### src/rtl/utf8_validating_decoder_unit_defines.svh
// assertion macros shared by the utf8 decoder rtl
// expects clk_i and rst_ni in the scope of each use
`ifndef UTF8_VALIDATING_DECODER_UNIT_DEFINES_SVH
`define UTF8_VALIDATING_DECODER_UNIT_DEFINES_SVH

`ifndef SYNTHESIS

`define UVD_ASSERT(lbl, prop) \
  lbl: assert property (@(posedge clk_i) disable iff (!rst_ni) prop) \
    else $error("utf8 decoder check failed");

`define UVD_ASSERT_MSG(lbl, prop, msg) \
  lbl: assert property (@(posedge clk_i) disable iff (!rst_ni) prop) \
    else $error(msg);

`else

`define UVD_ASSERT(lbl, prop)
`define UVD_ASSERT_MSG(lbl, prop, msg)

`endif

`endif

### src/rtl/utf8vd_pkg.sv
// types, status codes and helpers for the utf8 decoder
// no dependencies
`timescale 1ns / 1ps

package utf8vd_pkg;

  localparam int unsigned CodeW   = 21;
  localparam int unsigned OffsetW = 16;

  // longest string length that still advances the byte offset
  localparam longint MaxTextBytes = 64'sd65536;
  localparam logic [OffsetW-1:0] OffsetLimit =
    ((MaxTextBytes - 1) < 64'sd65535) ? OffsetW'(MaxTextBytes - 1) : 16'hFFFF;

  localparam logic [CodeW-1:0] MaxScalar    = 21'h10FFFF;
  localparam logic [CodeW-1:0] SurrLo       = 21'h00D800;
  localparam logic [CodeW-1:0] SurrHi       = 21'h00DFFF;
  localparam logic [CodeW-1:0] SuppBase     = 21'h010000;
  localparam logic [CodeW-1:0] Floor2       = 21'h000080;
  localparam logic [CodeW-1:0] Floor3       = 21'h000800;
  localparam logic [CodeW-1:0] HighSurrBase = 21'h00D800;
  localparam logic [CodeW-1:0] LowSurrBase  = 21'h00DC00;

  typedef enum logic [2:0] {
    StOk        = 3'd0,
    StBadLead   = 3'd1,
    StTruncated = 3'd2,
    StBadCont   = 3'd3,
    StOverlong  = 3'd4,
    StBadScalar = 3'd5
  } status_e;

  typedef struct packed {
    logic [CodeW-1:0]   code_unit;
    status_e            status;
    logic [OffsetW-1:0] error_offset;
    logic               last_of_run;
    logic               string_done;
  } result_t;

  // results of one byte handed to the result queue
  typedef struct packed {
    logic [1:0] count;
    result_t    first;
    result_t    second;
  } push_t;

  // sequence length from a lead byte, 0 for a bad lead
  function automatic logic [2:0] lead_len(input logic [7:0] b);
    logic [2:0] len;
    len = 3'd0;
    if (b[7] == 1'b0)            len = 3'd1;
    else if (b[7:5] == 3'b110)   len = 3'd2;
    else if (b[7:4] == 4'b1110)  len = 3'd3;
    else if (b[7:3] == 5'b11110) len = 3'd4;
    return len;
  endfunction

endpackage

### src/rtl/utf8vd_if.sv
// valid/ready channel interfaces: text bytes in, results out, format write
// depends on utf8vd_pkg
`timescale 1ns / 1ps

interface utf8vd_byte_if;
  logic       valid;
  logic       ready;
  logic [7:0] in_byte;
  logic       end_of_text;

  modport source (output valid, in_byte, end_of_text, input ready);
  modport sink   (input valid, in_byte, end_of_text, output ready);
endinterface

interface utf8vd_result_if;
  import utf8vd_pkg::*;
  logic               valid;
  logic               ready;
  logic [CodeW-1:0]   code_unit;
  logic [2:0]         status;
  logic [OffsetW-1:0] error_offset;
  logic               last_of_run;
  logic               string_done;

  modport source (output valid, code_unit, status, error_offset, last_of_run,
                  string_done, input ready);
  modport sink   (input valid, code_unit, status, error_offset, last_of_run,
                  string_done, output ready);
endinterface

interface utf8vd_cfg_if;
  logic valid;
  logic ready;
  logic output_format;

  modport source (output valid, output_format, input ready);
  modport sink   (input valid, output_format, output ready);
endinterface

### src/rtl/utf8vd_decode.sv
// sequence state and single pass decode of one registered byte
// depends on utf8vd_pkg and the assertion macro header
`timescale 1ns / 1ps
`include "utf8_validating_decoder_unit_defines.svh"

module utf8vd_decode (
  input  logic              clk_i,
  input  logic              rst_ni,
  input  logic              advance_i,
  input  logic [7:0]        byte_i,
  input  logic              eot_i,
  input  logic              fmt_i,
  output utf8vd_pkg::push_t push_o
);
  import utf8vd_pkg::*;

  logic [2:0]         seq_len_q, seq_len_d;
  logic [1:0]         taken_q, taken_d;
  logic [CodeW-1:0]   partial_q, partial_d;
  logic [OffsetW-1:0] start_q, start_d;
  logic [OffsetW-1:0] off_q, off_d;
  logic               disc_q, disc_d;

  logic [2:0]         len;
  logic [2:0]         taken_inc;
  logic [CodeW-1:0]   shifted;
  logic [CodeW-1:0]   floor_val;
  logic [CodeW-1:0]   cp;
  logic [CodeW-1:0]   supp;
  logic               char_en;
  status_e            err;
  logic [OffsetW-1:0] err_off;
  push_t              push;

  assign len       = lead_len(byte_i);
  assign taken_inc = {1'b0, taken_q} + 3'd1;
  assign shifted   = {partial_q[CodeW-7:0], byte_i[5:0]};

  always_comb begin
    unique case (seq_len_q)
      3'd2:    floor_val = Floor2;
      3'd3:    floor_val = Floor3;
      default: floor_val = SuppBase;
    endcase
  end

  always_comb begin
    seq_len_d = seq_len_q;
    taken_d   = taken_q;
    partial_d = partial_q;
    start_d   = start_q;
    disc_d    = disc_q;
    off_d     = off_q;
    char_en   = 1'b0;
    cp        = '0;
    err       = StOk;
    err_off   = '0;
    push      = '0;

    if (disc_q) begin
      // end marker while dropping the rest of a bad string
      if (eot_i) push.count = 2'd1;
    end else if (seq_len_q == 3'd0) begin
      if (len == 3'd0) begin
        err     = StBadLead;
        err_off = off_q;
      end else if (len == 3'd1) begin
        char_en = 1'b1;
        cp      = {{(CodeW-8){1'b0}}, byte_i};
      end else if (eot_i) begin
        err     = StTruncated;
        err_off = off_q;
      end else begin
        seq_len_d = len;
        taken_d   = 2'd1;
        start_d   = off_q;
        unique case (len)
          3'd2:    partial_d = {{(CodeW-5){1'b0}}, byte_i[4:0]};
          3'd3:    partial_d = {{(CodeW-4){1'b0}}, byte_i[3:0]};
          default: partial_d = {{(CodeW-3){1'b0}}, byte_i[2:0]};
        endcase
      end
    end else if (byte_i[7:6] != 2'b10) begin
      err     = StBadCont;
      err_off = start_q;
    end else begin
      partial_d = shifted;
      if (taken_inc >= seq_len_q) begin
        if (shifted < floor_val) begin
          err     = StOverlong;
          err_off = start_q;
        end else if (shifted > MaxScalar || (shifted >= SurrLo && shifted <= SurrHi)) begin
          err     = StBadScalar;
          err_off = start_q;
        end else begin
          char_en = 1'b1;
          cp      = shifted;
        end
        seq_len_d = 3'd0;
        taken_d   = 2'd0;
        partial_d = '0;
      end else if (eot_i) begin
        err     = StTruncated;
        err_off = start_q;
      end else begin
        taken_d = taken_inc[1:0];
      end
    end

    supp = cp - SuppBase;

    if (char_en) begin
      if (fmt_i && (cp > 21'h00FFFF)) begin
        push.count            = 2'd2;
        push.first.code_unit  = HighSurrBase | {{(CodeW-10){1'b0}}, supp[19:10]};
        push.second.code_unit = LowSurrBase  | {{(CodeW-10){1'b0}}, supp[9:0]};
      end else begin
        push.count           = 2'd1;
        push.first.code_unit = cp;
      end
    end

    if (err != StOk) begin
      push.count              = 2'd1;
      push.first              = '0;
      push.first.status       = err;
      push.first.error_offset = err_off;
      seq_len_d               = 3'd0;
      taken_d                 = 2'd0;
      partial_d               = '0;
      disc_d                  = !eot_i;
    end

    if (push.count == 2'd2) begin
      push.second.last_of_run = 1'b1;
      push.second.string_done = eot_i;
    end else if (push.count == 2'd1) begin
      push.first.last_of_run = 1'b1;
      push.first.string_done = eot_i;
    end

    if (eot_i) begin
      off_d     = '0;
      seq_len_d = 3'd0;
      taken_d   = 2'd0;
      partial_d = '0;
      disc_d    = 1'b0;
    end else if (off_q < OffsetLimit) begin
      off_d = off_q + 16'd1;
    end

    if (!advance_i) push.count = 2'd0;
  end

  assign push_o = push;

  always_ff @(posedge clk_i or negedge rst_ni) begin
    if (!rst_ni) begin
      seq_len_q <= 3'd0;
      taken_q   <= 2'd0;
      partial_q <= '0;
      start_q   <= '0;
      off_q     <= '0;
      disc_q    <= 1'b0;
    end else if (advance_i) begin
      seq_len_q <= seq_len_d;
      taken_q   <= taken_d;
      partial_q <= partial_d;
      start_q   <= start_d;
      off_q     <= off_d;
      disc_q    <= disc_d;
    end
  end

  `UVD_ASSERT(a_disc_no_seq, disc_q |-> seq_len_q == 3'd0)
  `UVD_ASSERT(a_seq_len_legal,
    seq_len_q == 3'd0 || seq_len_q == 3'd2 || seq_len_q == 3'd3 || seq_len_q == 3'd4)
  `UVD_ASSERT(a_taken_in_range,
    (seq_len_q != 3'd0) |-> (taken_q != 2'd0 && {1'b0, taken_q} < seq_len_q))
  `UVD_ASSERT_MSG(a_eot_clears, (advance_i && eot_i) |=>
    (off_q == '0 && !disc_q && seq_len_q == 3'd0), "state not cleared after end of text")

endmodule

### src/rtl/utf8vd_result_fifo.sv
// four entry result queue, takes up to two results per cycle, gives one
// depends on utf8vd_pkg, utf8vd_if and the assertion macro header
`timescale 1ns / 1ps
`include "utf8_validating_decoder_unit_defines.svh"

module utf8vd_result_fifo (
  input  logic              clk_i,
  input  logic              rst_ni,
  input  utf8vd_pkg::push_t push_i,
  output logic              room_o,
  utf8vd_result_if.source   out
);
  import utf8vd_pkg::*;

  localparam int unsigned Depth = 4;

  result_t    mem_q [Depth];
  logic [1:0] wr_ptr_q, rd_ptr_q;
  logic [2:0] count_q, count_d;
  logic       pop;
  result_t    head;

  assign head      = mem_q[rd_ptr_q];
  assign pop       = out.valid && out.ready;
  assign room_o    = count_q <= 3'd2;
  assign count_d   = count_q + {1'b0, push_i.count} - {2'b00, pop};

  assign out.valid        = count_q != 3'd0;
  assign out.code_unit    = head.code_unit;
  assign out.status       = head.status;
  assign out.error_offset = head.error_offset;
  assign out.last_of_run  = head.last_of_run;
  assign out.string_done  = head.string_done;

  always_ff @(posedge clk_i) begin
    if (push_i.count != 2'd0) mem_q[wr_ptr_q] <= push_i.first;
    if (push_i.count == 2'd2) mem_q[wr_ptr_q + 2'd1] <= push_i.second;
  end

  always_ff @(posedge clk_i or negedge rst_ni) begin
    if (!rst_ni) begin
      wr_ptr_q <= 2'd0;
      rd_ptr_q <= 2'd0;
      count_q  <= 3'd0;
    end else begin
      wr_ptr_q <= wr_ptr_q + push_i.count;
      rd_ptr_q <= rd_ptr_q + {1'b0, pop};
      count_q  <= count_d;
    end
  end

  `UVD_ASSERT(a_count_bound, count_q <= 3'd4)
  `UVD_ASSERT_MSG(a_push_has_room, (push_i.count != 2'd0) |-> count_q <= 3'd2,
    "results pushed without room for a pair")
  `UVD_ASSERT(a_ptr_gap,
    wr_ptr_q == 2'(rd_ptr_q + count_q[1:0]))
  `UVD_ASSERT(a_count_track, ##1 count_q ==
    3'($past(count_q) + {1'b0, $past(push_i.count)} - {2'b00, $past(pop)}))

endmodule

### src/rtl/utf8_validating_decoder_unit.sv
// top level of the streaming utf8 decoder and validator
// depends on utf8vd_pkg, utf8vd_if, utf8vd_decode and utf8vd_result_fifo
`timescale 1ns / 1ps

// Streaming UTF-8 decoder: takes one text byte per beat on in_i, with
// end_of_text on the last byte of each string, and gives code points (or
// UTF-16 code units, high surrogate first, when output_format is 1) on
// out_o. The first error in a string gives one result with a nonzero status
// and the offset of the failing sequence's first byte; the rest of the
// string is dropped, and its last byte gives a marker result with status 0
// and string_done set, so every string ends with a result. A byte is taken
// every cycle while the queue has room; each byte is held in the input
// register, decoded in one pass, and its results land in a four-entry queue,
// from which the head result is offered on out_o. Sustained throughput is one
// byte per cycle while each byte gives at most one result; the single result
// port moves one result a cycle, so surrogate pairs and a slow sink back up
// the queue, and the input stalls while fewer than two queue entries are free.
// output_format is written on cfg_i, always ready; the user must write it only
// while the block is idle, as the block itself does not enforce this.
module utf8_validating_decoder_unit (
  input  logic             clk_i,
  input  logic             rst_ni,
  utf8vd_byte_if.sink      in_i,
  utf8vd_result_if.source  out_o,
  utf8vd_cfg_if.sink       cfg_i
);
  import utf8vd_pkg::*;

  // format register, reset to code point output
  logic fmt_q;

  // input register
  logic       in_vld_q;
  logic [7:0] in_byte_q;
  logic       in_eot_q;

  logic  room;     // queue can take a surrogate pair
  logic  advance;  // registered byte is decoded this cycle
  logic  in_take;  // input beat accepted
  push_t push;

  assign cfg_i.ready = 1'b1;

  always_ff @(posedge clk_i or negedge rst_ni) begin
    if (!rst_ni) begin
      fmt_q <= 1'b0;
    end else if (cfg_i.valid) begin
      fmt_q <= cfg_i.output_format;
    end
  end

  // the input register empties whenever its byte is decoded, so a new beat
  // can enter in the same cycle
  assign advance    = in_vld_q && room;
  assign in_i.ready = !in_vld_q || advance;
  assign in_take    = in_i.valid && in_i.ready;

  always_ff @(posedge clk_i or negedge rst_ni) begin
    if (!rst_ni) begin
      in_vld_q <= 1'b0;
    end else if (in_take) begin
      in_vld_q <= 1'b1;
    end else if (advance) begin
      in_vld_q <= 1'b0;
    end
  end

  // payload needs no reset
  always_ff @(posedge clk_i) begin
    if (in_take) begin
      in_byte_q <= in_i.in_byte;
      in_eot_q  <= in_i.end_of_text;
    end
  end

  // sequence tracking, checks and utf-16 split
  utf8vd_decode u_decode (
    .clk_i     (clk_i),
    .rst_ni    (rst_ni),
    .advance_i (advance),
    .byte_i    (in_byte_q),
    .eot_i     (in_eot_q),
    .fmt_i     (fmt_q),
    .push_o    (push)
  );

  // results wait here until the sink takes them
  utf8vd_result_fifo u_result_fifo (
    .clk_i  (clk_i),
    .rst_ni (rst_ni),
    .push_i (push),
    .room_o (room),
    .out    (out_o)
  );

endmodule

### src/flat_wrapper.sv
// flat-port wrapper written by rule: the top's interface ports become plain ports
module utf8_validating_decoder_unit_flat import utf8vd_pkg::*;
  (clk_i, rst_ni, in_i_valid, in_i_in_byte, in_i_end_of_text, in_i_ready, out_o_valid, out_o_code_unit, out_o_status, out_o_error_offset, out_o_last_of_run, out_o_string_done, out_o_ready, cfg_i_valid, cfg_i_output_format, cfg_i_ready);
  utf8vd_byte_if in_i_i ();
  utf8vd_result_if out_o_i ();
  utf8vd_cfg_if cfg_i_i ();
  input  logic clk_i;
  input  logic rst_ni;
  input wire logic [$bits(in_i_i.valid)-1:0] in_i_valid;
  input wire logic [$bits(in_i_i.in_byte)-1:0] in_i_in_byte;
  input wire logic [$bits(in_i_i.end_of_text)-1:0] in_i_end_of_text;
  output wire logic [$bits(in_i_i.ready)-1:0] in_i_ready;
  output wire logic [$bits(out_o_i.valid)-1:0] out_o_valid;
  output wire logic [$bits(out_o_i.code_unit)-1:0] out_o_code_unit;
  output wire logic [$bits(out_o_i.status)-1:0] out_o_status;
  output wire logic [$bits(out_o_i.error_offset)-1:0] out_o_error_offset;
  output wire logic [$bits(out_o_i.last_of_run)-1:0] out_o_last_of_run;
  output wire logic [$bits(out_o_i.string_done)-1:0] out_o_string_done;
  input wire logic [$bits(out_o_i.ready)-1:0] out_o_ready;
  input wire logic [$bits(cfg_i_i.valid)-1:0] cfg_i_valid;
  input wire logic [$bits(cfg_i_i.output_format)-1:0] cfg_i_output_format;
  output wire logic [$bits(cfg_i_i.ready)-1:0] cfg_i_ready;
  assign in_i_i.valid = in_i_valid;
  assign in_i_i.in_byte = in_i_in_byte;
  assign in_i_i.end_of_text = in_i_end_of_text;
  assign in_i_ready = in_i_i.ready;
  assign out_o_valid = out_o_i.valid;
  assign out_o_code_unit = out_o_i.code_unit;
  assign out_o_status = out_o_i.status;
  assign out_o_error_offset = out_o_i.error_offset;
  assign out_o_last_of_run = out_o_i.last_of_run;
  assign out_o_string_done = out_o_i.string_done;
  assign out_o_i.ready = out_o_ready;
  assign cfg_i_i.valid = cfg_i_valid;
  assign cfg_i_i.output_format = cfg_i_output_format;
  assign cfg_i_ready = cfg_i_i.ready;
  utf8_validating_decoder_unit u_core (.clk_i(clk_i), .rst_ni(rst_ni), .in_i(in_i_i), .out_o(out_o_i), .cfg_i(cfg_i_i));
endmodule
### config.mk
export PLATFORM = sky130hd
export DESIGN_NAME = utf8_validating_decoder_unit_flat
export DESIGN_NICKNAME = d
export VERILOG_FILES = /design/src/rtl/utf8vd_pkg.sv /design/src/rtl/utf8vd_if.sv /design/src/rtl/utf8vd_decode.sv /design/src/rtl/utf8vd_result_fifo.sv /design/src/rtl/utf8_validating_decoder_unit.sv /design/src/flat_wrapper.sv
export VERILOG_INCLUDE_DIRS = /design/src /design/src/rtl
export SDC_FILE = /design/constraint.sdc
export NUM_CORES = 1
export LEC_CHECK = 0
export BUFFER_PORTS_ARGS = -buffer_cell sky130_fd_sc_hd__clkbuf_2
export CORE_UTILIZATION = 40
export DETAILED_ROUTE_END_ITERATION = 10
export GPL_ROUTABILITY_DRIVEN = 1
export GPL_TIMING_DRIVEN = 0
export PLACE_DENSITY = 0.59
export SYNTH_ARGS = -nofsm -noshare
export SYNTH_HDL_FRONTEND = slang
export SYNTH_SLANG_ARGS = --single-unit
### constraint.sdc
create_clock -name clk_i -period 12.95 [get_ports clk_i]
set_clock_uncertainty 0.2 [all_clocks]
set_input_delay 2.59 -clock clk_i [delete_from_list [all_inputs] [get_ports clk_i]]
set_output_delay 2.59 -clock clk_i [all_outputs]
set_load 0.01 [all_outputs]
== After elaboration in Yosys (flattened, before gate mapping) ==
Memory sizes are Yosys's and may differ from the RTL's.
Cells that the tools add are included.
W data, S select, Z words.

* Multiplexer cells: 86
* Add/sub/neg operators: 8
* Eq/ne operators: 16
* $lt $le $gt $ge: 8
* Reductions and logical operators: 23
* Bitwise logic cells: 4

{| class="wikitable"
|+ Operators by type and width
! operator !! count
|-
| $mux W16 || 14
|-
| $mux W21 || 6
|-
| $mux W15 || 8
|-
| $mux W3 || 18
|-
| $mux W23 || 2
|-
| $mux W44 || 1
|-
| $pmux W17 S2 || 1
|-
| $mux W2 || 15
|-
| $ge A21 B16 Y1 const B || 1
|-
| $gt A21 B16 Y1 const B || 1
|-
| $gt A21 B21 Y1 const B || 1
|-
| $le A21 B16 Y1 const B || 1
|-
| $lt A21 B17 Y1 || 1
|-
| $sub A20 B17 Y20 const B || 1
|-
| $mux W1 || 18
|-
| $add A16 B1 Y16 const B || 1
|-
| $lt A16 B16 Y1 const B || 1
|-
| $mux W8 || 2
|-
| $eq A3 B2 Y1 const B || 4
|-
| $ne A4 B2 Y1 const B || 3
|-
| $reduce_and A6 Y1 || 2
|-
| $pmux W5 S2 || 1
|-
| $reduce_bool A2 Y1 || 4
|-
| $logic_not A3 Y1 || 2
|-
| 24 further kinds || 36
|}

* Input port bits: 15
* Bits in writable memories: 168
* Flip-flop bits (word level): 71
* Memories kept: 1
* Word-level logic and storage cells: 159
* Output and inout bits: 45

{| class="wikitable"
|+ Memories
! memory !! words !! width !! rd ports !! clocked after Yosys merged registers in !! write ports !! RTL line !! text
|-
| u_core.u_result_fifo.mem_q || 4 || 42 || 1 || 0 || 2 || utf8vd_result_fifo.sv:17 || <nowiki>result_t mem_q [Depth];</nowiki>
|}

== Longest topological paths before layout ==
Gate-level depths: netlist (run 1).

* Word-level depth: 19
* Depth in mapped cells: 21
* Gate-level depth less buffers: 19

== Cells and area by module ==
A second synthesis (run 1) with hierarchy kept.

* Cell total of the unflattened synthesis: 889
* Area total of the unflattened synthesis: 12744.7 um^2

{| class="wikitable"
|+ Modules (own cells, without submodules)
! module !! cells an instance !! times used !! sequential area each (um^2) !! area each (um^2)
|-
| utf8vd_result_fifo || 454 || 1 || 5220.0 || 8612.0
|-
| utf8vd_decode || 417 || 1 || 1326.3 || 3751.1
|-
| utf8_validating_decoder_unit || 18 || 1 || 320.3 || 381.6
|}

== Worst setup path before layout (run 1) ==
Ideal clock, no wire load.

* Path kind: flip-flop to flip-flop
* From: register u_core.u_decode.partial_q[6]
* To: register u_core.u_result_fifo.count_q[2]
* Period minus slack after synthesis: 4.727 ns
* Cell stages (with the launch flop): 21
* Arrival: 4.447 ns
* Buffers on the path: 3
* Data required time: 12.670 ns
* Path slack: 8.223 ns
* Setup time: 0.080 ns
* Cells stage by stage: dfrtp_1 -> clkbuf_1 -> or4_1 -> o21a_1 -> a311oi_4 -> buf_4 -> nor2_1 -> nand2_1 -> ha_1 -> nand4_1 -> a21oi_4 -> nor2_4 -> buf_2 -> nor3_1 -> inv_1 -> ha_1 -> inv_1 -> ha_1 -> fa_1 -> xnor2_1 -> xnor2_1

* Word-level cells in the longest chain between the ends: 17
* Elaborated cells on any way between the ends: 33
* Classes of those cells: add/sub: 2; order compare: 5; mux: 22; reduce/logical: 4

{| class="wikitable"
|+ RTL lines
! element !! RTL line !! text
|-
| from (decl) || utf8vd_decode.sv:19 || <nowiki>logic [CodeW-1:0] partial_q, partial_d;</nowiki>
|-
| from (signal assigned) || utf8vd_decode.sv:168 || <nowiki>partial_q <= partial_d;</nowiki>
|-
| $ge A21 B16 Y1 or $le A21 B16 Y1 (tied branches) || utf8vd_decode.sv:92 || <nowiki>end else if (shifted > MaxScalar || (shifted >= SurrLo && shifted <= SurrHi)) begin</nowiki>
|-
| $logic_and A1 B1 Y1 || utf8vd_decode.sv:92 ||
|-
| $logic_or A1 B1 Y1 || utf8vd_decode.sv:92 ||
|-
| $mux W21 || utf8vd_decode.sv:92 ||
|-
| $mux W21 || utf8vd_decode.sv:89 || <nowiki>if (shifted < floor_val) begin</nowiki>
|-
| $mux W21 || utf8vd_decode.sv:88 || <nowiki>if (taken_inc >= seq_len_q) begin</nowiki>
|-
| $mux W21 || utf8vd_decode.sv:83 || <nowiki>end else if (byte_i[7:6] != 2'b10) begin</nowiki>
|-
| $mux W21 || utf8vd_decode.sv:63 || <nowiki>end else if (seq_len_q == 3'd0) begin</nowiki>
|-
| [... 2 more ...] || - ||
|-
| $logic_and A1 B1 Y1 || utf8vd_decode.sv:113 || <nowiki>if (fmt_i && (cp > 21'h00FFFF)) begin</nowiki>
|-
| $mux W23 || utf8vd_decode.sv:113 ||
|-
| $mux W23 || utf8vd_decode.sv:112 || <nowiki>if (char_en) begin</nowiki>
|-
| $mux W44 (*) || utf8vd_decode.sv:123 || <nowiki>if (err != StOk) begin</nowiki>
|-
| $mux W2 (*) || utf8vd_decode.sv:152 || <nowiki>if (!advance_i) push.count = 2'd0;</nowiki>
|-
| $add A3 B2 Y3 (*) || utf8vd_result_fifo.sv:26 || <nowiki>assign count_d = count_q + {1'b0, push_i.count} - {2'b00, pop};</nowiki>
|-
| $sub A3 B1 Y3 (*) || utf8vd_result_fifo.sv:26 ||
|-
| via u_core.u_result_fifo.count_d[2] || utf8vd_result_fifo.sv:19 || <nowiki>logic [2:0] count_q, count_d;</nowiki>
|-
| to (signal assigned) || utf8vd_result_fifo.sv:48 || <nowiki>count_q <= count_d;</nowiki>
|-
| to (decl) || utf8vd_result_fifo.sv:19 ||
|}

The timed path passes the listed nets; every way through them passes the cells marked *.
A chain may end at the register's enable or synchronous reset.

== Worst setup path in the final report (run 1) ==
Same ends and word-level chain as after synthesis.

==> results of run 1 <==
-- logic make-up after synthesis --
logic type,Yosys count,synth area share [%]
fa+ha+maj,15,1.67
compound gates,259,15.4
other cells,1,0.0321
xor+xnor,21,1.57
simple gates,445,17.5
mux,59,9.71
buf+inv,102,3.93
flops,239,50.2
-- area by class of cell --
| cell class | instances | area (um^2) |
|---|---|---|
| Sequential cell | 239 | 5870 |
| Inverter | 15 | 56.3 |
| Clock buffer | 38 | 757 |
| Multi-Input combinational cell | 800 | 5370 |
| Clock inverter | 10 | 53.8 |
| Fill cell | 2733 | 15400 |
| Timing Repair Buffer | 59 | 320 |
| Buffer | 87 | 403 |
| Tap cell | 384 | 480 |
-- power breakdown --
part / switching [W] / internal [W] / total (W)
clock: 0.000307 / 0.000404 / 0.000711
sequential: 0.0000747 / 0.000933 / 0.00101
combinational: 0.000669 / 0.000386 / 0.00105
-- state kept, by name (all words and copies together), names as in the netlist --
signal                         flops
u_core.fmt_q                       1
u_core.in_byte_q                   8
u_core.in_eot_q                    1
u_core.in_vld_q                    1
u_core.u_decode.disc_q             1
u_core.u_decode.off_q             16
u_core.u_decode.partial_q         15
u_core.u_decode.seq_len_q          3
u_core.u_decode.start_q           16
u_core.u_decode.taken_q            2
u_core.u_result_fifo.count_q       3
u_core.u_result_fifo.mem_q       168
u_core.u_result_fifo.rd_ptr_q      2
u_core.u_result_fifo.wr_ptr_q      2
-- layer usage --
| metal | GRT usage [%] | routed length, um | vias to the layer above |
|---|---|---|---|
| li1 | - | - | 4334 |
| met1 | 31.7 | 15000 | 4577 |
| met2 | 37.2 | 15700 | 336 |
| met3 | 3.19 | 2470 | 61 |
| met4 | 5.38 | 729 | 0 |
| met5 | 0 | 0 | - |
-- worst reg2reg max path: cells and delay by family, from the launching register on --
family / cells / cell delay [ns]
fa+ha+maj: 4 / 1.11
compound gates: 3 / 1.04
flops: 1 / 0.36
simple gates: 6 / 1.80
buf+inv: 5 / 0.80
xor+xnor: 2 / 0.34
-- path summary, 6_finish.rpt --
check	start	endpoint	slack, ns	cells past startpoint
worst min register to register	u_core.u_result_fifo.mem_q[3][38]$_SDFFE_PP0P_	u_core.u_result_fifo.mem_q[3][38]$_SDFFE_PP0P_	0.25	2
max in group asynchronous	rst_ni	u_core.u_decode.partial_q[1]$_DFFE_PN0P_	10.32	2
worst max register to register	u_core.u_decode.partial_q[6]$_DFFE_PN0P_	u_core.u_result_fifo.count_q[2]$_DFF_PN0_	7.22	20
worst min-delay path	u_core.u_result_fifo.mem_q[3][38]$_SDFFE_PP0P_	u_core.u_result_fifo.mem_q[3][38]$_SDFFE_PP0P_	0.25	2
min in group asynchronous	rst_ni	u_core.u_result_fifo.rd_ptr_q[0]$_DFF_PN0_	1.69	1
worst max-delay path	u_core.u_decode.partial_q[6]$_DFFE_PN0P_	u_core.u_result_fifo.count_q[2]$_DFF_PN0_	7.22	20
-- layout by cell type, fill, tap and decap left out, types with 14 or more instances in the layout --
cell / n
buf_2: 26
a21oi_1: 103
ha_1: 14
a21o_1: 23
mux4_2: 42
inv_1: 14
mux2_2: 16
dfrtp_1: 62
nor3_1: 25
nand2_1: 215
clkbuf_16: 27
nor2_1: 73
dfxtp_1: 100
clkbuf_1: 50
edfxtp_1: 77
o21ai_0: 21
a22o_1: 36
o2111ai_1: 16
clkbuf_2: 59
nand3_1: 46
-- metrics by stage --
stage | instance area, um^2 | setup slack (ns) | util (%)
final | 13300 | 7.22 | 46.4
after global routing | 13300 | 6.97 | 46.4
after CTS | 13300 | 7.20 | 46.4
after detailed placement | 12500 | 7.31 | 43.5
after global placement | 12500 | 7.35 | 43.4
after floorplan | 11700 | 8.22 | -
==> run metrics, run 1 <==
synthesized area=approximately 0.012 mm^2; syn_area_per_cell=10.2 um^2; fin crit share=roughly 44%; Worst-Margin Slew=1.15 ns; warnings from Yosys=0; Synth-to-Final Area Change=13.8%; net count after synthesis=1,171; Die H=173 um; drt wl/cell=20.8 um; status=completed; H-tree levels=1; Sink Count=239; synth top area cells=edfxtp_1, dfxtp_1, dfrtp_1, mux4_2, nand2_1; core area=0.0287 mm^2; Worst EP required=13.20 ns; Setup crit start kind=flip-flop; CP max FO=10; maxcap violations=0; clk slew on worst S/H paths=0.06 ns; placement row count=62; CTS tree=done; first-pass GRT wire length=between 50,000 and 60,000 um; io pins=60; endpoint class of the critical path=flip-flop; Post-synth top cells=nand2_1, a21oi_1, dfxtp_1; Routed Antenna Nets=0; post_cts resized=0; Final Hold Fails=0; die area=0.0299 mm^2; cell count after synthesis=~1,100; max_slew headroom=23.1%; total track usage=22.7%; CTS Buffer Depth=3; worst path bufs/invs=5; RSZ-0062 raised after global routing=no; crit-path max cell delay=0.57 ns; peak supply drop=roughly 0.1 mV; crit-path cells=clkbuf_1 -> or4_1 -> o21a_1 -> a311oi_4 -> buf_4 -> nor2_1 -> nand2_1 -> ha_1 -> nand4_1 -> a21oi_4 -> nor2_4 -> buf_2 -> nor3_1 -> inv_1 -> ha_1 -> inv_1 -> ha_1 -> fa_1 -> xnor2_1 -> xnor2_1; count of non-filler cells in the finished layout=~1,600; fin. max-slew vios=0; CTS Buf Count=26; EDFF count, synth=77; pin count of the biggest net entering global routing=61; root buf cell=clkbuf_16; Post-CTS Setup Bufs=0; FFs w/ async S/R, synth=25.9%; FF+latch count, synth=239; buffers added on ports=just under 60; DRC=0; Pwr per Cell Area=~210 mW/mm^2; highest clock rate=175 MHz; post-synth top area share=19.8%; Tot Pwr=0.00277 W; post-synth cell types=74; Worst Hold Class=flip-flop to flip-flop; DR vias/cell=5.70; fin crit period=5.73 ns; Crit Path Class=flip-flop to flip-flop; worst-case hold slack=approximately 0.25 ns; Clock Latency Late Sink=0.53 ns; placed cell count=1,584; Pleak=approximately 5.2 nW; DRT Pass-1 Iters=5; top-count cell post-synth=nand2_1; final setup fails=0; number of global-route vias before repair=9,070; chip width=173 um; Top FF cell, synth=dfxtp_1; DR vias=9,308; Detailed Route Iter0 Violations=979; initial core utilization=40.7%; crit-path most repeated cell=ha_1; CTS hold repair buffers=0; register area share after synthesis=between 50 and 60%; initial antenna violation count=0; Antenna Cells=0; cell family with most CP delay=simple AND/OR/NAND/NOR gates; # nets final=1,258; routed wire length=33,900 um; CP max stage cell=or4_1; Final Wtd Congestion=between 0.8 and 0.9; detailed placer's ending HPWL=23,900 um; total grt overflow=0; dominant cell type by area after synthesis=edfxtp_1; share of layout cells above drive strength 1=17.7%; Critical Path AT=5.98 ns; setup TNS=0 ns
Note: power is estimated with default switching activity, not from simulation.
==> run 2: changes to the inputs <==
--- a/config.mk
+++ b/config.mk
@@ -11,7 +11,7 @@
 export DETAILED_ROUTE_END_ITERATION = 10
 export GPL_ROUTABILITY_DRIVEN = 1
 export GPL_TIMING_DRIVEN = 0
-export PLACE_DENSITY = 0.59
+export PLACE_DENSITY = 0.61
 export SYNTH_ARGS = -nofsm -noshare
 export SYNTH_HDL_FRONTEND = slang
 export SYNTH_SLANG_ARGS = --single-unit
==> constraint.sdc (replaced) <==
create_clock -name clk_i -period 5.05 [get_ports clk_i]
set_clock_uncertainty 0.2 [all_clocks]
set_input_delay 1.01 -clock clk_i [delete_from_list [all_inputs] [get_ports clk_i]]
set_output_delay 1.01 -clock clk_i [all_outputs]
set_load 0.01 [all_outputs]
==> run 2 against run 1 <==
Effect of this change:
- register-to-register slack worse by 7.0 ns
- first-iteration DRC count is 15% lower
- utilization is 0.41 points higher
- non-clock buffer count is 4 higher
- hold slack worse by 0.15 ns
- flip-flop and latch count stayed put
- fmax is 20% higher
- clock-buffer cell count is 2 higher
- cell area is 0.87% higher
- largest cell class unchanged
- largest power group unchanged
==> run metrics, run 2 (synthesis results as in run 1) <==
total track usage=22.6% (-0.13 points); first-pass GRT wire length=52,700 um (-0.38%); CTS Buffer Depth=3 (unchanged); Worst Hold Class=input pin to async pin; Seq. cell area=0.00587 mm^2 (about the same); fin. max-slew vios=0 (unchanged); NetSw=0.00272 W (+160%); fin crit share=94.7% (+51 points); maxcap violations=0 (unchanged); peak supply drop=0.269 mV (+170%); most common cell after layout, fill and taps aside=nand2_1; root buf cell=clkbuf_16; # fillers=2,706 (-0.99%); Final Hold Fails=0 (unchanged); Crit Path Class=flip-flop to flip-flop; Top reg by flops=u_core.u_result_fifo.mem_q; Clk network pwr share=25.9% (+0.3 points); Clock Latency Late Sink=0.54 ns (about the same); Multi-input gate area=0.00541 mm^2 (+0.70%); DRT Pass-1 Iters=6 (+1); Routed Antenna Nets=0 (unchanged); die area=0.0299 mm^2 (unchanged); share of layout cells above drive strength 1=18.7% (+1.0 points); initial core utilization=40.7% (unchanged); placed cell count=1,584 (unchanged); placement row count=62 (unchanged); DRC=0 (unchanged); Worst-Margin Slew=1.08 ns (-0.0619 ns); CTS Buf Count=27 (+3.8%); CTS tree=done; Sink Count=239 (unchanged); Pleak=5.27 nW (+0.61%); total grt overflow=0 (unchanged); H-tree levels=1 (unchanged); worst reg2reg path startpoint=u_core.u_decode.partial_q[13]$_DFFE_PN0P_; commonest non-fill, non-tap cells in the layout=nand2_1, a21oi_1, dfxtp_1; Worst EP required=5.30 ns (-7.90 ns); endpoint class of the critical path=flip-flop; core area=0.0287 mm^2 (unchanged); clk slew on worst S/H paths=0.06 ns (about the same); dpl ws=-0.587 ns (-7.90 ns); final setup fails=0 (unchanged); number of global-route vias before repair=9,109 (+0.43%); Int Pwr=0.00448 W (+160%); Pwr per Cell Area=536 mW/mm^2 (+160%); Detailed Route Iter0 Violations=834 (-15%); setup ws final=0.266 ns (-6.96 ns); fin crit period=4.78 ns (-0.941 ns); Final Wtd Congestion=0.912 (+1.8%); Die H=173 um (unchanged); CTS hold repair buffers=0 (unchanged); routed wire length=33,800 um (-0.32%); Final Util=46.8% (+0.41 points); drt wl/cell=20.6 um (-0.69%); pin count of the biggest net entering global routing=61 (unchanged); CP max FO=10 (unchanged); count of non-filler cells in the finished layout=1,638 (+0.37%); combinational share of power=38.2% (+0.2 points); Top Registers=u_core.u_result_fifo.mem_q: 168 flops, u_core.u_decode.off_q: 16 flops, u_core.u_decode.start_q: 16 flops; Antenna Cells=0 (unchanged); DR vias/cell=5.71 (+0.14%); chip width=173 um (unchanged); Largest register FFs=168 (unchanged); status=completed; highest clock rate=209 MHz (+20%); initial antenna violation count=0 (unchanged); sw frac=37.8% (-0.059 points); DR vias=9,355 (+0.50%); # nets final=1,263 (+0.40%); crit path launch=u_core.u_decode.partial_q[13]$_DFFE_PN0P_; sequential fraction of design power=35.9% (-0.4 points); RSZ-0062 raised after global routing=no; Setup crit start kind=flip-flop; Critical Path AT=5.03 ns (-0.95 ns); buffers added on ports=58 (unchanged); detailed placer's ending HPWL=23,700 um (-0.83%); max_slew headroom=27.5% (+4.4 points); Synth-to-Final Area Change=14.8%; io pins=60 (unchanged)
-- run 2: layout make-up --
class	count	share of cell area, %
Sequential cell	239	43.7
Buffer	84	2.95
Tap cell	384	3.58
Multi-Input combinational cell	800	40.3
Clock buffer	40	5.55
Clock inverter	10	0.643
Timing Repair Buffer	66	2.78
Inverter	15	0.503
-- run 2: timing repair --
action,in CTS,in global routing
pin swaps,2,2
setup buffers,6,1
resized for setup,7,7
setup endpoints to repair,54,18
-- run 2: power by group through the flow --
stage	combinational (W)	clock (W)	sequential (W)
after floorplan	0.00187	0	0.00255
after global placement	0.00267	0	0.00261
after detailed placement	0.00270	0	0.00262
after CTS	0.00274	0.00189	0.00258
after global routing	0.00298	0.00198	0.00263
final	0.00275	0.00186	0.00259
-- run 2: metrics by stage --
| stage | instance area, um^2 | setup TNS, ns | total power (W) | hold slack, ns |
|---|---|---|---|---|
| after detailed placement | 12500 | -10.56 | 0.00532 | 0.244 |
| after global placement | 12500 | -7.32 | 0.00528 | 0.236 |
| final | 13400 | 0 | 0.00720 | 0.0983 |
| after CTS | 13400 | 0 | 0.00721 | 0.0827 |
| after floorplan | 11700 | 0 | 0.00442 | 0.228 |
| after global routing | 13400 | 0 | 0.00759 | 0.0832 |
-- run 2: critical path, cell delays in order (launching register included) --
cell	delay, ns
dfrtp_1	0.45
or3_4	0.45
or3_1	0.37
a311oi_4	0.32
buf_6	0.20
nor2_4	0.09
nand2_4	0.15
ha_1	0.18
nand4_1	0.18
a21oi_4	0.27
nor2_4	0.08
buf_2	0.21
nor3_4	0.25
inv_1	0.07
ha_1	0.27
inv_1	0.04
ha_1	0.18
fa_1	0.38
xnor2_1	0.20
xnor2_1	0.14
-- run 2: worst paths after layout --
| kind | end | slack [ns] | depth (start not counted) |
|---|---|---|---|
| min in group clk_i | u_core.u_result_fifo.mem_q[1][38]$_SDFFE_PP0N_ | 0.25 | 2 |
| max in group asynchronous | u_core.u_decode.partial_q[6]$_DFFE_PN0P_ | 3.98 | 2 |
| min reg2reg | u_core.u_result_fifo.mem_q[1][38]$_SDFFE_PP0N_ | 0.25 | 2 |
| max reg2reg | u_core.u_result_fifo.count_q[2]$_DFF_PN0_ | 0.27 | 19 |
| max | u_core.u_result_fifo.count_q[2]$_DFF_PN0_ | 0.27 | 19 |
| min | u_core.u_result_fifo.rd_ptr_q[1]$_DFF_PN0_ | 0.1 | 1 |
-- run 2: routing by layer --
metal | vias to the layer above | GRT usage [%] | routed length [um]
li1 | 4357 | - | -
met1 | 4579 | 31.6 | 14700
met2 | 371 | 36.1 | 15700
met3 | 48 | 3.56 | 2620
met4 | 0 | 6.42 | 733
met5 | - | 0 | 0
==> run 3: changes to the inputs <==
--- a/config.mk
+++ b/config.mk
@@ -6,12 +6,14 @@
 export SDC_FILE = /design/constraint.sdc
 export NUM_CORES = 1
 export LEC_CHECK = 0
+export ABC_AREA = 1
 export BUFFER_PORTS_ARGS = -buffer_cell sky130_fd_sc_hd__clkbuf_2
 export CORE_UTILIZATION = 40
 export DETAILED_ROUTE_END_ITERATION = 10
 export GPL_ROUTABILITY_DRIVEN = 1
 export GPL_TIMING_DRIVEN = 0
 export PLACE_DENSITY = 0.61
+export SKIP_LAST_GASP = 1
 export SYNTH_ARGS = -nofsm -noshare
 export SYNTH_HDL_FRONTEND = slang
 export SYNTH_SLANG_ARGS = --single-unit
==> run 3 against run 2 <==
Effect of this change:
- clock power grew 11%
- critical path depth rose by 1
- synthesized area grew 8.0%
- clock-buffer cell count increased by 9
- global-route usage rose by 2.2 points
- highest routed layer unchanged
- hold slack improved by 0.17 ns
- the flow now finishes with violations (DRC)
- synthesized cell count is 48% higher
- largest power group unchanged
==> run metrics, run 3 <==
status=finished, violations left; failing checks=DRC; Final Util=46.8% (about the same); DR vias/cell=5.47 (-4.3%); Worst EP required=5.07 ns (-0.23 ns); M1 WL=18,300 um (+25%); Detailed Route Iter0 Violations=1,149 (+38%); Final Hold Fails=0 (unchanged); Worst-Margin Slew=0.871 ns (-0.212 ns); cell family with most CP delay=simple AND/OR/NAND/NOR gates; syn_area_per_cell=7.49 um^2 (-27%); Crit Path Class=flip-flop to flip-flop; Tot Pwr=0.00991 W (+38%); initial core utilization=41.0% (+0.23 points); final setup fails=0 (unchanged); CP max FO=17 (+7); mux contribution to synthesized area=0% (-9.7 points); drt wl/cell=18.4 um (-11%); fin crit share=93.4% (-1.3 points); number of global-route vias before repair=11,400 (+25%); Worst Hold Class=flip-flop to flip-flop; DP Area=0.0134 mm^2 (+7.6%); Largest register FFs=168 (unchanged); io pins=60 (unchanged); chip width=180 um (+3.9%); Stages on worst setup path=20 (+1); CTS Buf Count=28 (+3.7%); crit path launch=u_core.u_decode.taken_q[0]$_DFFE_PN0P_; placement row count=64 (+3.2%); WL met2=18,300 um (+16%); Worst Setup EP=u_core.u_result_fifo.mem_q[2][29]$_DFFE_PP_; Final Wtd Congestion=0.945 (+3.6%); Die H=180 um (+3.9%); most common cell after layout, fill and taps aside=nor2_1; FF+latch count, synth=239 (unchanged); cell count after synthesis=1,686 (+48%); detailed placer's ending HPWL=29,500 um (+24%); Seq. cell area=0.00587 mm^2 (about the same); Top Layer Used=met4; Synth-to-Final Area Change=14.2%; post-synthesis adder-cell area fraction=1.55% (-0.12 points); post-synth cell types=47 (-36%); # fillers=3,115 (+15%); clk slew on worst S/H paths=0.06 ns (about the same); fin crit period=4.72 ns (-0.0653 ns); Top FF cell, synth=dfxtp_1; post-synth top area share=18.3% (-1.5 points); crit-path max cell delay=0.43 ns (-0.02 ns); core area=0.0308 mm^2 (+7.4%); fin. max-slew vios=0 (unchanged); net count after synthesis=1,716 (+47%); share of layout cells above drive strength 1=9.63% (-9.1 points); Pwr per Cell Area=687 mW/mm^2 (+28%); Met3 Routed Length=2980 um (+14%); Post-synth top cells=nor2_1, nand2_1, o21ai_0; routed wire length=40,400 um (+20%); main combinational cell family by area after synthesis=simple AND/OR/NAND/NOR gates; post_cts resized=1 (-6); CTS tree=done; DRC=5 (+5); FFs w/ async S/R, synth=25.9% (unchanged); Routed Antenna Nets=0 (unchanged); Top reg by flops=u_core.u_result_fifo.mem_q; highest clock rate=212 MHz (+1.4%); Setup crit start kind=flip-flop; DR vias=12,000 (+28%); simple-gate portion of the synthesized area=25.4% (+7.8 points); maxcap violations=0 (unchanged); root buf cell=clkbuf_16; setup TNS=0 ns (unchanged); dominant cell type by area after synthesis=edfxtp_1; Multi-input gate area=0.00563 mm^2 (+4.0%); buffers added on ports=58 (unchanged); top-count cell post-synth=nor2_1; Pleak=6.50 nW (+23%); endpoint class of the critical path=flip-flop; worst path bufs/invs=3 (-1); CTS hold repair buffers=0 (unchanged); CTS Buffer Depth=3 (unchanged); initial antenna violation count=0 (unchanged); warnings from Yosys=0 (unchanged); commonest non-fill, non-tap cells in the layout=nor2_1, nand2_1, o21ai_0; max_slew headroom=41.3% (+14 points); Sink Count=239 (unchanged); register area share after synthesis=46.4% (-3.7 points); # nets final=1,805 (+43%); Critical Path AT=4.74 ns (-0.29 ns); peak supply drop=0.296 mV (+9.9%); pin count of the biggest net entering global routing=63 (+3.3%); total grt overflow=0 (unchanged); CP max stage cell=o211ai_2; synthesized area=0.0126 mm^2 (+8.0%); worst reg2reg path startpoint=u_core.u_decode.taken_q[0]$_DFFE_PN0P_; post-synthesis xor/xnor area fraction=0.485% (-1.1 points); Clock Latency Late Sink=0.54 ns (about the same); Post-CTS Setup Bufs=0 (-6); fin area=0.0144 mm^2 (+7.5%); worst reg2reg path endpoint=u_core.u_result_fifo.mem_q[2][29]$_DFFE_PP_; r2r worst-path depth=20 (+1); crit-path cells=ha_1 -> ha_1 -> nand2_1 -> o211ai_2 -> nand2_2 -> nor2_4 -> nand3_1 -> ha_1 -> a21boi_0 -> nor2_1 -> nand3_1 -> nand2_1 -> inv_2 -> nand2_1 -> nand2_1 -> nor2_1 -> buf_2 -> nand2_1 -> clkbuf_1 -> nand2_4; Antenna Cells=0 (unchanged); RSZ-0062 raised after global routing=no; total track usage=24.8% (+2.2 points); H-tree levels=1 (unchanged); setup slack, reg-to-reg=0.33 ns (+0.07 ns); DRT Pass-1 Iters=11 (+5); synth top area cells=edfxtp_1, dfxtp_1, dfrtp_1, nor2_1, nand2_1; Top Registers=u_core.u_result_fifo.mem_q: 168 flops, u_core.u_decode.off_q: 16 flops, u_core.u_decode.start_q: 16 flops; first-pass GRT wire length=63,200 um (+20%); crit-path most repeated cell=nand2_1; Compound-Gate Fraction of Synth Area=16.9% (+1.5 points); die area=0.0323 mm^2 (+7.9%); EDFF count, synth=77 (unchanged)
-- run 3: cell types whose count changed after synthesis, sizes merged, moves of 35 or more --
cell,before,now
nor2,75,279
o21ai,24,199
inv,14,143
nand3,46,160
nand2,215,268
mux4,42,0
o22ai,7,47
a22o,36,0
a21oi,105,140
-- run 3: worst min path at each step --
stage	depth (start not counted)	start	endpoint
after CTS	2	u_core.u_decode.off_q[11]$_DFFE_PN0P_	u_core.u_decode.start_q[11]$_DFFE_PN0P_
after global placement	2	u_core.u_result_fifo.mem_q[2][18]$_SDFFE_PP0N_	u_core.u_result_fifo.mem_q[2][18]$_SDFFE_PP0N_
after detailed placement	2	u_core.u_decode.off_q[11]$_DFFE_PN0P_	u_core.u_decode.start_q[11]$_DFFE_PN0P_
after global routing	2	rst_ni	u_core.u_decode.start_q[14]$_DFFE_PN0P_
final	2	u_core.u_decode.off_q[11]$_DFFE_PN0P_	u_core.u_decode.start_q[11]$_DFFE_PN0P_
after floorplan	2	u_core.u_decode.off_q[11]$_DFFE_PN0P_	u_core.u_decode.start_q[11]$_DFFE_PN0P_
-- run 3: stage by stage --
stage	std cells	hold slack, ns	worst slack (ns)
after floorplan	1686	0.244	0.910
final	2193	0.271	0.331
after global routing	2193	0.291	0.00753
after global placement	2140	0.256	0.0322
after detailed placement	2141	0.258	0.000723
after CTS	2193	0.273	0.161
-- run 3: logic make-up (layout without fill, tap and decap cells) --
logic type,Yosys count,after routing
other,1,1
adder cells (fa/ha/maj),15,15
AND/OR/NAND/NOR,759,759
AO/OA/AOI/OAI,403,403
XOR/XNOR,7,7
flip-flops,239,239
buffers and inverters,262,373
-- run 3: worst reg2reg max path, delay by kind of cell (launching register included) --
family,cells,cell delay [ns]
AO/OA/AOI/OAI,2,0.55
adder cells (fa/ha/maj),3,0.85
AND/OR/NAND/NOR,12,1.67
buffers and inverters,3,0.73
flip-flops,1,0.40
-- run 3: routing by layer --
layer  vias to the layer above  track usage (%)
met3                        66             3.36
met5                         -                0
met2                       453             39.7
met4                         0             7.00
met1                      5662             34.9
li1                       5809                -
-- run 3: cell type report --
class | instances | area share, %
buffer | 115 | 4.25
clock buffer | 49 | 6.48
clock inverter | 3 | 0.147
inverter | 147 | 3.82
multi-input combinational | 1185 | 39.0
sequential | 239 | 40.7
tap | 396 | 3.43
timing repair buffer | 59 | 2.22
-- run 3: where the power goes --
part | switching, W | leakage (nW) | total, W | internal, W
combinational | 0.00335 | 3.64 | 0.00484 | 0.00149
sequential | 0.000329 | 2.39 | 0.00300 | 0.00267
clock | 0.000814 | 0.465 | 0.00206 | 0.00125
